File: config.mk
export PLATFORM = sky130hd
export DESIGN_NAME = sync_length_frame_receiver
export DESIGN_NICKNAME = d
export VERILOG_FILES = /design/src/rtl/slfr_pkg.sv /design/src/rtl/sync_length_frame_receiver.sv
export SDC_FILE = /design/constraint.sdc
export NUM_CORES = 1
export LEC_CHECK = 0
export BUFFER_PORTS_ARGS = -buffer_cell sky130_fd_sc_hd__buf_2
export CELL_PAD_IN_SITES_DETAIL_PLACEMENT = 0
export CELL_PAD_IN_SITES_GLOBAL_PLACEMENT = 1
export CORE_ASPECT_RATIO = 1.75
export CORE_MARGIN = 5
export CORE_UTILIZATION = 47
export CTS_BUF_LIST = sky130_fd_sc_hd__clkbuf_8
export CTS_CLUSTER_DIAMETER = 200
export DETAILED_ROUTE_END_ITERATION = 6
export MAX_ROUTING_LAYER = met4
export PLACE_DENSITY = 0.93
export SETUP_SLACK_MARGIN = 0.05
export SLEW_MARGIN = 40
export SYNTH_ARGS = -nofsm -noshare
export SYNTH_HDL_FRONTEND = slang
export SYNTH_SLANG_ARGS = --single-unit
File: constraint.sdc
create_clock -name clk -period 5.3 [get_ports clk]
set_input_delay 1.325 -clock clk [delete_from_list [all_inputs] [get_ports clk]]
set_output_delay 1.325 -clock clk [all_outputs]
set_load 0.01 [all_outputs]
File: src/rtl/slfr_pkg.sv
package slfr_pkg;

  localparam int unsigned IN_DATA_W  = 8;
  localparam int unsigned OUT_DATA_W = 32;
  localparam int unsigned ADDR_OUT_W = 9;
  localparam int unsigned FLEN_W     = 7;
  localparam int unsigned COUNT_W    = 8;

  localparam logic [IN_DATA_W-1:0] SYNC_FIRST  = 8'hAA;
  localparam logic [IN_DATA_W-1:0] SYNC_SECOND = 8'h55;

  localparam logic [COUNT_W-1:0] SECOND_POS = 8'd1;
  localparam logic [COUNT_W-1:0] LENGTH_POS = 8'd4;

  typedef struct packed {
    logic                  dropped;
    logic [FLEN_W-1:0]     frame_length;
    logic [ADDR_OUT_W-1:0] frame_start;
    logic [ADDR_OUT_W-1:0] write_address;
  } result_t;

endpackage

File: src/rtl/sync_length_frame_receiver.sv
// Length-prefixed frame receiver.
// The slave channel (s_axis_*) takes one received byte per transaction. The
// master channel (m_axis_*) returns exactly one transaction per byte: the
// buffer address at which the byte is to be stored, and, when the byte ends a
// frame, the frame's start address and total length. m_axis_tlast is high on
// the byte that completes a valid frame.
// A frame opens with 0xAA; once the header is in, its second byte must be
// 0x55 and its fifth byte gives the body length, which must not exceed
// BODY_MAX. Otherwise the partial frame is discarded and dropped is set.
// Each accepted byte's result is registered. One byte is taken per cycle
// while the result register can be emptied: all the decoding sits between
// the input port and the result register, and the byte counter and running
// address are updated in the same cycle.
// The result register holds while m_axis_tvalid is high and m_axis_tready is
// low; a new byte is accepted only if the register is empty or being emptied.
// Reset clears the counters and returns the write position to the buffer
// start; no result is pending afterwards.
module sync_length_frame_receiver #(
  parameter int unsigned BUFFER_BYTES   = 512,
  parameter int unsigned HEADER_BYTES   = 6,
  parameter int unsigned OVERHEAD_BYTES = 8,
  parameter int unsigned BODY_MAX       = 56
) (
  input  logic                              clk,
  input  logic                              rst,
  input  logic                              s_axis_tvalid,
  output logic                              s_axis_tready,
  // rx_byte[7:0]
  input  logic [slfr_pkg::IN_DATA_W-1:0]    s_axis_tdata,
  output logic                              m_axis_tvalid,
  input  logic                              m_axis_tready,
  // write_address[8:0], frame_start[17:9], frame_length[24:18], dropped[25],
  // zeros[31:26]
  output logic [slfr_pkg::OUT_DATA_W-1:0]   m_axis_tdata,
  // frame_done
  output logic                              m_axis_tlast
);
  import slfr_pkg::*;

  localparam int unsigned AW    = (BUFFER_BYTES > 1) ? $clog2(BUFFER_BYTES) : 1;
  localparam int unsigned SUM_W = ((AW > COUNT_W) ? AW : COUNT_W) + 1;

  logic [COUNT_W-1:0]   byte_count, byte_count_next;
  logic [IN_DATA_W-1:0] body_length, body_length_next;
  logic [IN_DATA_W-1:0] second_byte, second_byte_next;
  logic [IN_DATA_W-1:0] fifth_byte, fifth_byte_next;
  logic [AW-1:0]        write_position, write_position_next;
  logic [AW-1:0]        cur_addr, cur_addr_next;

  logic                 accept;
  logic [COUNT_W-1:0]   count_inc;
  logic [IN_DATA_W-1:0] second_eff;
  logic [IN_DATA_W-1:0] body_eff;
  logic [SUM_W-1:0]     wp_sum;
  logic [AW-1:0]        addr_inc;
  logic                 done;
  logic                 drop;
  result_t              res, res_q;
  logic                 done_q;

  assign s_axis_tready = !m_axis_tvalid || m_axis_tready;
  assign accept        = s_axis_tvalid && s_axis_tready;

  assign count_inc  = byte_count + COUNT_W'(1);
  assign second_eff = (byte_count == SECOND_POS) ? s_axis_tdata : second_byte;
  assign wp_sum     = SUM_W'(write_position) + SUM_W'(count_inc);
  assign addr_inc   = (cur_addr == AW'(BUFFER_BYTES - 1)) ? '0 : cur_addr + AW'(1);

  always_comb begin
    byte_count_next     = byte_count;
    body_length_next    = body_length;
    second_byte_next    = second_byte;
    fifth_byte_next     = fifth_byte;
    write_position_next = write_position;
    cur_addr_next       = cur_addr;
    body_eff            = body_length;
    done                = 1'b0;
    drop                = 1'b0;

    if (byte_count == '0 && s_axis_tdata != SYNC_FIRST) begin
      body_length_next = '0;
    end else begin
      second_byte_next = second_eff;
      if (byte_count == LENGTH_POS) begin
        fifth_byte_next = s_axis_tdata;
      end
      byte_count_next = count_inc;
      cur_addr_next   = (count_inc == '0) ? write_position : addr_inc;

      if (count_inc == COUNT_W'(HEADER_BYTES)) begin
        body_eff = (byte_count == LENGTH_POS) ? s_axis_tdata : fifth_byte;
      end
      body_length_next = body_eff;

      if (count_inc == COUNT_W'(HEADER_BYTES) && second_eff != SYNC_SECOND) begin
        drop = 1'b1;
      end else if (body_eff > IN_DATA_W'(BODY_MAX)) begin
        drop = 1'b1;
      end else if ({1'b0, count_inc} ==
                   (COUNT_W+1)'(body_eff) + (COUNT_W+1)'(OVERHEAD_BYTES)) begin
        done            = 1'b1;
        byte_count_next = '0;
        if (wp_sum >= SUM_W'(BUFFER_BYTES)) begin
          write_position_next = '0;
        end else begin
          write_position_next = AW'(wp_sum);
        end
        cur_addr_next = write_position_next;
      end

      if (drop) begin
        byte_count_next  = '0;
        body_length_next = '0;
        cur_addr_next    = write_position;
      end
    end

    res.write_address = ADDR_OUT_W'(cur_addr);
    res.frame_start   = done ? ADDR_OUT_W'(write_position) : '0;
    res.frame_length  = done ? FLEN_W'(count_inc) : '0;
    res.dropped       = drop;
  end

  always_ff @(posedge clk) begin
    if (rst) begin
      byte_count     <= '0;
      body_length    <= '0;
      second_byte    <= '0;
      fifth_byte     <= '0;
      write_position <= '0;
      cur_addr       <= '0;
      m_axis_tvalid  <= 1'b0;
    end else begin
      if (accept) begin
        byte_count     <= byte_count_next;
        body_length    <= body_length_next;
        second_byte    <= second_byte_next;
        fifth_byte     <= fifth_byte_next;
        write_position <= write_position_next;
        cur_addr       <= cur_addr_next;
        m_axis_tvalid  <= 1'b1;
      end else if (m_axis_tready) begin
        m_axis_tvalid <= 1'b0;
      end
    end
  end

  always_ff @(posedge clk) begin
    if (accept) begin
      res_q  <= res;
      done_q <= done;
    end
  end

  assign m_axis_tdata = OUT_DATA_W'(res_q);
  assign m_axis_tlast = done_q;

  // When no frame is in progress, the running address equals the frame start.
  a_addr_tracks_count: assert property (@(posedge clk) disable iff (rst)
    byte_count == '0 |-> cur_addr == write_position)
    else $error("running address does not match frame start");

  a_wp_in_buffer: assert property (@(posedge clk) disable iff (rst)
    SUM_W'(write_position) < SUM_W'(BUFFER_BYTES))
    else $error("write position beyond buffer");

  a_done_not_dropped: assert property (@(posedge clk) disable iff (rst)
    accept && done |-> !drop)
    else $error("frame both completed and dropped");

  a_done_restarts: assert property (@(posedge clk) disable iff (rst)
    accept && (done || drop) |=> byte_count == '0)
    else $error("byte count not cleared after frame end");

endmodule

==> results of run 1 <==
[metal layers]
layer	up-vias	share of wire	global-route usage
met5	-	0	-
met4	0	0.053	0.1376
li1	2045	-	-
met1	2028	0.36	0.2194
met3	47	0.044	0.03753
met2	135	0.54	0.4091
[worst max-delay path by stage]
stage,from,slack (ps),end
floorplan,byte_count[0],1260,cur_addr[4]
global placement,byte_count[0],750,cur_addr[4]
detailed placement,byte_count[0],660,cur_addr[4]
CTS,byte_count[0],610,cur_addr[4]
global route,byte_count[0],270,cur_addr[4]
finish,byte_count[0],530,cur_addr[4]
[power groups by stage]
stage / registers (uW) / clock network, uW / logic (uW)
after floorplan: 657 / 0 / 33.0
after global placement: 651 / 0 / 64.0
after detailed placement: 651 / 0 / 64.8
after CTS: 637 / 520 / 64.9
after global routing: 638 / 550 / 71.4
final: 637 / 519 / 64.2
[critical path, cell delays in order, from the launching register on]
cell       delay (ps)
dfxtp_1           530
ha_1              300
xor2_1            630
nand2_1           280
nor2_1            370
nor2_1             70
a21oi_1           220
ha_1              280
xor2_1            150
xnor2_1           140
o21ai_0           110
a31oi_2           210
and4_1            230
o2111ai_2         330
or4_1             610
and3_1            190
[per-stage QoR]
| stage | utilization | instance area (um2) | power (uW) |
|---|---|---|---|
| 2_1_floorplan | - | 4777 | 689.7 |
| 3_3_place_gp | 0.5104 | 5057 | 714.6 |
| 3_5_place_dp | 0.5104 | 5057 | 715.9 |
| 4_1_cts | 0.5332 | 5284 | 1222 |
| 5_1_grt | 0.5341 | 5293 | 1260 |
| 6_report | 0.5341 | 5293 | 1220 |
[cell type report]
| class | instances | area share |
|---|---|---|
| tap | 125 | 0.02955 |
| clock inverter | 7 | 0.01939 |
| inverter | 18 | 0.01277 |
| multi-input combinational | 412 | 0.5097 |
| sequential | 78 | 0.3461 |
| timing repair buffer | 55 | 0.05910 |
| clock buffer | 9 | 0.02340 |
[registers in the layout, indices dropped and copies added (netlist names)]
| register | count |
|---|---|
| write_position | 9 |
| m_axis_tlast | 1 |
| cur_addr | 9 |
| fifth_byte | 8 |
| body_length | 8 |
| byte_count | 8 |
| m_axis_tdata | 26 |
| second_byte | 8 |
| m_axis_tvalid | 1 |
[layout by cell type, fill, tap and decap left out, types with 4 or more instances in the layout]
cell	Yosys	routed
a21oi_1	37	37
a2bb2oi_1	4	4
a311oi_1	4	4
a31oi_1	5	5
a32oi_1	5	5
and2_1	4	4
and3_1	16	16
buf_2	10	40
buf_4	8	15
clkbuf_8	0	9
conb_1	1	6
dfxtp_1	51	51
edfxtp_1	27	27
ha_1	14	14
inv_1	18	18
mux2i_1	19	19
nand2_1	32	32
nand2b_1	6	6
nand3_1	24	24
nand4_1	10	10
nor2_1	61	61
nor2b_1	8	8
nor3_1	21	21
nor4_1	4	4
o211ai_1	5	5
o21a_1	5	5
o21ai_0	24	24
or3_1	4	4
xnor2_1	17	17
xor2_1	10	10
[logic make-up after synthesis]
logic type | synth area share
and+or+nand+nor | 0.2211
muxes | 0.04707
adders and majority gates | 0.04523
DFF | 0.3850
other | 0.0007881
xor gates and xnor gates | 0.05312
AOI/OAI and AO/OA | 0.1938
buffers and inverters | 0.05391
==> impl_metrics.yaml, run 1 <==
outcome:
  status: "complete, no violations"
global_route:
  antenna_found_initial: 0
  grt_max_degree: 31
  grt_use_total: 0.2260
  grt_pass1_vias: 4025
  grt-ovfl-total: 0
  grt_pass1_wl_um: 20730
critical_path:
  cp_max_fo: 16
  cp.arrival_ps: 5040
  r2r_start: "byte_count[0]"
  cp-start-kind: "register"
  path_class: "register to register"
  rr_worst_depth: 15
  setup.worst_path.end_class: "register"
  rrSetupSlack_ps: 530
  cp.required_ps: 5570
  r2r_end: "cur_addr[4]"
clock_tree:
  cts_setup_buffers: 0
  ctsResizeCount: 0
  htree_levels: 3
  cts_buffer_depth: 2
  cts_tree: "built"
  cts_root_buffer: "clkbuf_8"
  ctsHoldBuffers: 0
  path_clk_slew_ps: 100
  numClockSinks: 78
  clock_latency_ps: 380
  numCtsBuffers: 9
synthesis:
  yosysTopAreaCell: "dfxtp_1"
  synth.distinct_cells: 71
  ys_ff_latch: 78
  yosysSeqAreaShare: 0.3850
  synthTopCellsByArea: "dfxtp_1 (21%), edfxtp_1 (17%), nor2_1 (4.8%)"
  syn_inst: 540
  synth_top_area_frac: 0.2146
  synth_common_cells: "nor2_1 (61), dfxtp_1 (51), a21oi_1 (37)"
  yosysMostFrequentCell: "nor2_1"
  syn_area_um2: 4758
  synth_ff_type: "dfxtp_1"
  synth_edf_count: 27
  ys_warn_count: 0
  async_flop_share: 0
  avgSynthCellArea_um2: 8.812
route:
  via_per_inst: 6.044
  first_iter_violations: 259
  wl_um: 13450
  drc_errors: 0
  wire_per_inst_um: 19.11
  drtPass1Iterations: 5
  antenna_left: 0
  vias: 4255
hold_path:
  worstHoldEndpoint: "fifth_byte[0]"
  hp-start: "fifth_byte[0]"
  holdPathStages: 2
  min_path_type: "register to register"
power:
  p_per_area_nw_per_um2: 230.5
  clkPwrFrac: 0.425
  p_int_uw: 924.1
  swShare: 0.2425
  pwr-share-seq: 0.522
  ir_drop_v: 0.0001501
  p_leak_uw: 0.002049
  p_switching_uw: 295.8
  combPwrFrac: 0.053
placement:
  io_buffers: 40
  place_congestion: 0.9635
  post-dp-hpwl_um: 10060
  dp_cells: 688
  dp_slack_ps: 659.5
die:
  io_pins: 47
  row_count: 48
  die_x_um: 86.06
  dieArea_um2: 12320
  start_util: 0.4802
  coreArea_um2: 9910
  die_height_um: 143.1
sta:
  clock_skew_ps: 17.61
  setup_ws_ps: 534.4
  clock.fmax_ghz: 0.2098
  grt_setup_unrepaired: "no"
  finalHoldViolations: 0
  slew_violations: 0
  tns_ps: 0
  post-route-min-period_ps: 4766
  hold_slack_ps: 479.8
  tightestPinTransition_ps: 763.7
  period_share: 0.8992
  setup_viol: 0
  slew_headroom: 0.4891
layout:
  drive_gt1_frac: 0.1554
  register_area_um2: 1832
  num_antenna_cells: 0
  layout.nets: 601
  fill_cells: 975
  area_growth_pct: 11.23
  fin_cells: 704
  multiInputGateArea_um2: 2698
run:
  cap_violations: 0
Note: power is estimated with default switching activity, not from simulation.
==> run 2, diff against run 1 <==
--- a/config.mk
+++ b/config.mk
@@ -10,12 +10,12 @@
 export CELL_PAD_IN_SITES_GLOBAL_PLACEMENT = 1
 export CORE_ASPECT_RATIO = 1.75
 export CORE_MARGIN = 5
-export CORE_UTILIZATION = 47
+export CORE_UTILIZATION = 42
 export CTS_BUF_LIST = sky130_fd_sc_hd__clkbuf_8
 export CTS_CLUSTER_DIAMETER = 200
 export DETAILED_ROUTE_END_ITERATION = 6
 export MAX_ROUTING_LAYER = met4
-export PLACE_DENSITY = 0.93
+export PLACE_DENSITY = 0.89
 export SETUP_SLACK_MARGIN = 0.05
 export SLEW_MARGIN = 40
 export SYNTH_ARGS = -nofsm -noshare
==> constraint.sdc (replaced) <==
create_clock -name clk -period 4.21 [get_ports clk]
set_input_delay 1.0525 -clock clk [delete_from_list [all_inputs] [get_ports clk]]
set_output_delay 1.0525 -clock clk [all_outputs]
set_load 0.01 [all_outputs]
==> impl_metrics.yaml, run 2 (synthesized netlist as in run 1, its figures left out) <==
outcome:
  status: "complete, no violations"
route:
  via_per_inst: 6.059
  antenna_left: 0
  vias: 4381
  drtPass1Iterations: 5
  wl_um: 13680
  drc_errors: 0
  first_iter_violations: 285
  wire_per_inst_um: 18.93
hold_path:
  hp-start: "fifth_byte[4]"
  min_path_type: "register to register"
  holdPathStages: 2
  worstHoldEndpoint: "fifth_byte[4]"
critical_path:
  setup.worst_path.end_class: "register"
  cpLargestDelayFamily: "simple AND/OR/NAND/NOR gates"
  cp_max_fo: 9
  cp_slowest_stage_delay_ps: 520
  path_class: "register to register"
  cp.required_ps: 4490
  cp-start-kind: "register"
  path_buf_inv: 0
  r2r_end: "cur_addr[4]"
  rrSetupSlack_ps: 260
  r2r_start: "byte_count[2]"
  slowest_stage: "or4_1"
  path_cells: "and4_4, o21ai_2, a2111o_1, nor2_2, nor2_1, a21oi_2, ha_1, xor2_1, xnor2_1, o21ai_0, a31oi_2, and4_1, o2111ai_4, or4_1, and3_1"
  rr_worst_depth: 15
  cp.arrival_ps: 4220
placement:
  post-dp-hpwl_um: 10110
  io_buffers: 40
  place_congestion: 1.036
global_route:
  grt_pass1_vias: 4385
  grt_max_degree: 31
  grt-ovfl-total: 0
  antenna_found_initial: 0
  grt_pass1_wl_um: 21910
  grt_use_total: 0.2071
sta:
  tightestPinTransition_ps: 670.2
  period_share: 0.9374
  finalHoldViolations: 0
  clock_skew_ps: 10.95
  tns_ps: 0
  clock.fmax_ghz: 0.2534
  slew_violations: 0
  slew_headroom: 0.5500
  grt_setup_unrepaired: "no"
  setup_viol: 0
  post-route-min-period_ps: 3947
layout:
  area_growth_pct: 14.28
  largest_reg_flops: 26
  layout.nets: 613
  utilization: 0.4897
  final_common_cell: "nor2_1"
  drive_gt1_frac: 0.1878
  num_antenna_cells: 0
  layout_common_cells: "nor2_1 (60), dfxtp_1 (49), buf_2 (41), a21oi_1 (36), nand2_1 (32)"
die:
  die_x_um: 90.46
  io_pins: 47
  die_height_um: 150.8
  start_util: 0.4286
  coreArea_um2: 11100
  row_count: 51
  dieArea_um2: 13640
clock_tree:
  cts_tree: "built"
  numClockSinks: 78
  ctsHoldBuffers: 0
  cts_buffer_depth: 2
  clock_latency_ps: 380
  htree_levels: 3
  path_clk_slew_ps: 80
  numCtsBuffers: 9
  cts_root_buffer: "clkbuf_8"
power:
  p_leak_uw: 0.002117
  p_per_area_nw_per_um2: 280.5
  ir_drop_v: 0.0002017
run:
  cap_violations: 0
## run 2: cell type report
class / instances / area (um2)
clock buffers: 9 / 123.9
clock inverters: 7 / 96.34
fillers: 1124 / 5665
inverters: 18 / 67.56
multi-input cells: 412 / 2743
flip-flops and latches: 78 / 1834
well taps: 132 / 165.2
repair buffers: 67 / 407.9
## run 2: what timing repair did
item,in CTS,in global routing
gates resized for setup,0,14
buffers inserted,0,2
endpoints found under the setup margin,0,12
## run 2: through the flow
| stage | hold slack, ps | setup slack [ps] | total power, uW | std cells | instance area (um2) |
|---|---|---|---|---|---|
| 4_1_cts | 477.5 | 94.05 | 1535 | 720 | 5354 |
| 6_report | 476.3 | 263.4 | 1525 | 723 | 5438 |
| 2_1_floorplan | 437.4 | 172.9 | 868.3 | 545 | 4777 |
| 3_3_place_gp | 459.4 | 293.8 | 899.5 | 704 | 5134 |
| 5_1_grt | 497.5 | 56.73 | 1581 | 723 | 5438 |
| 3_5_place_dp | 466.3 | 136.9 | 902.3 | 704 | 5134 |
## run 2: worst register-to-register path: stages, from the launching register on
cell and delay (ps):
dfxtp_1 510, and4_4 330, o21ai_2 90, a2111o_1 500, nor2_2 200, nor2_1 70, a21oi_2 140, ha_1 260
xor2_1 170, xnor2_1 130, o21ai_0 120, a31oi_2 220, and4_1 260, o2111ai_4 160, or4_1 520, and3_1 190
## run 2: per-layer routing
| layer | wire length, um | track usage | vias to the layer above |
|---|---|---|---|
| met4 | 979 | 0.1736 | 0 |
| met1 | 4803 | 0.1960 | 2058 |
| met2 | 7237 | 0.3639 | 174 |
| met5 | 0 | - | - |
| li1 | - | - | 2076 |
| met3 | 663 | 0.03280 | 73 |
## run 2: how the worst max path moves through the flow
| stage | startpoint | to | slack (ps) | cells after the start |
|---|---|---|---|---|
| after floorplan | byte_count[0] | cur_addr[4] | 170 | 17 |
| after global placement | s_axis_tdata[3] | cur_addr[7] | 290 | 14 |
| after detailed placement | byte_count[0] | cur_addr[7] | 140 | 16 |
| after CTS | byte_count[0] | cur_addr[7] | 90 | 16 |
| after global routing | byte_count[3] | cur_addr[4] | 60 | 15 |
| final | byte_count[2] | cur_addr[4] | 260 | 15 |
## run 2: where the power goes
part	switching (uW)	total [uW]	internal, uW
sequential	7.18	802	795
clock	305	641	337
combinational	53.8	82.2	28.4
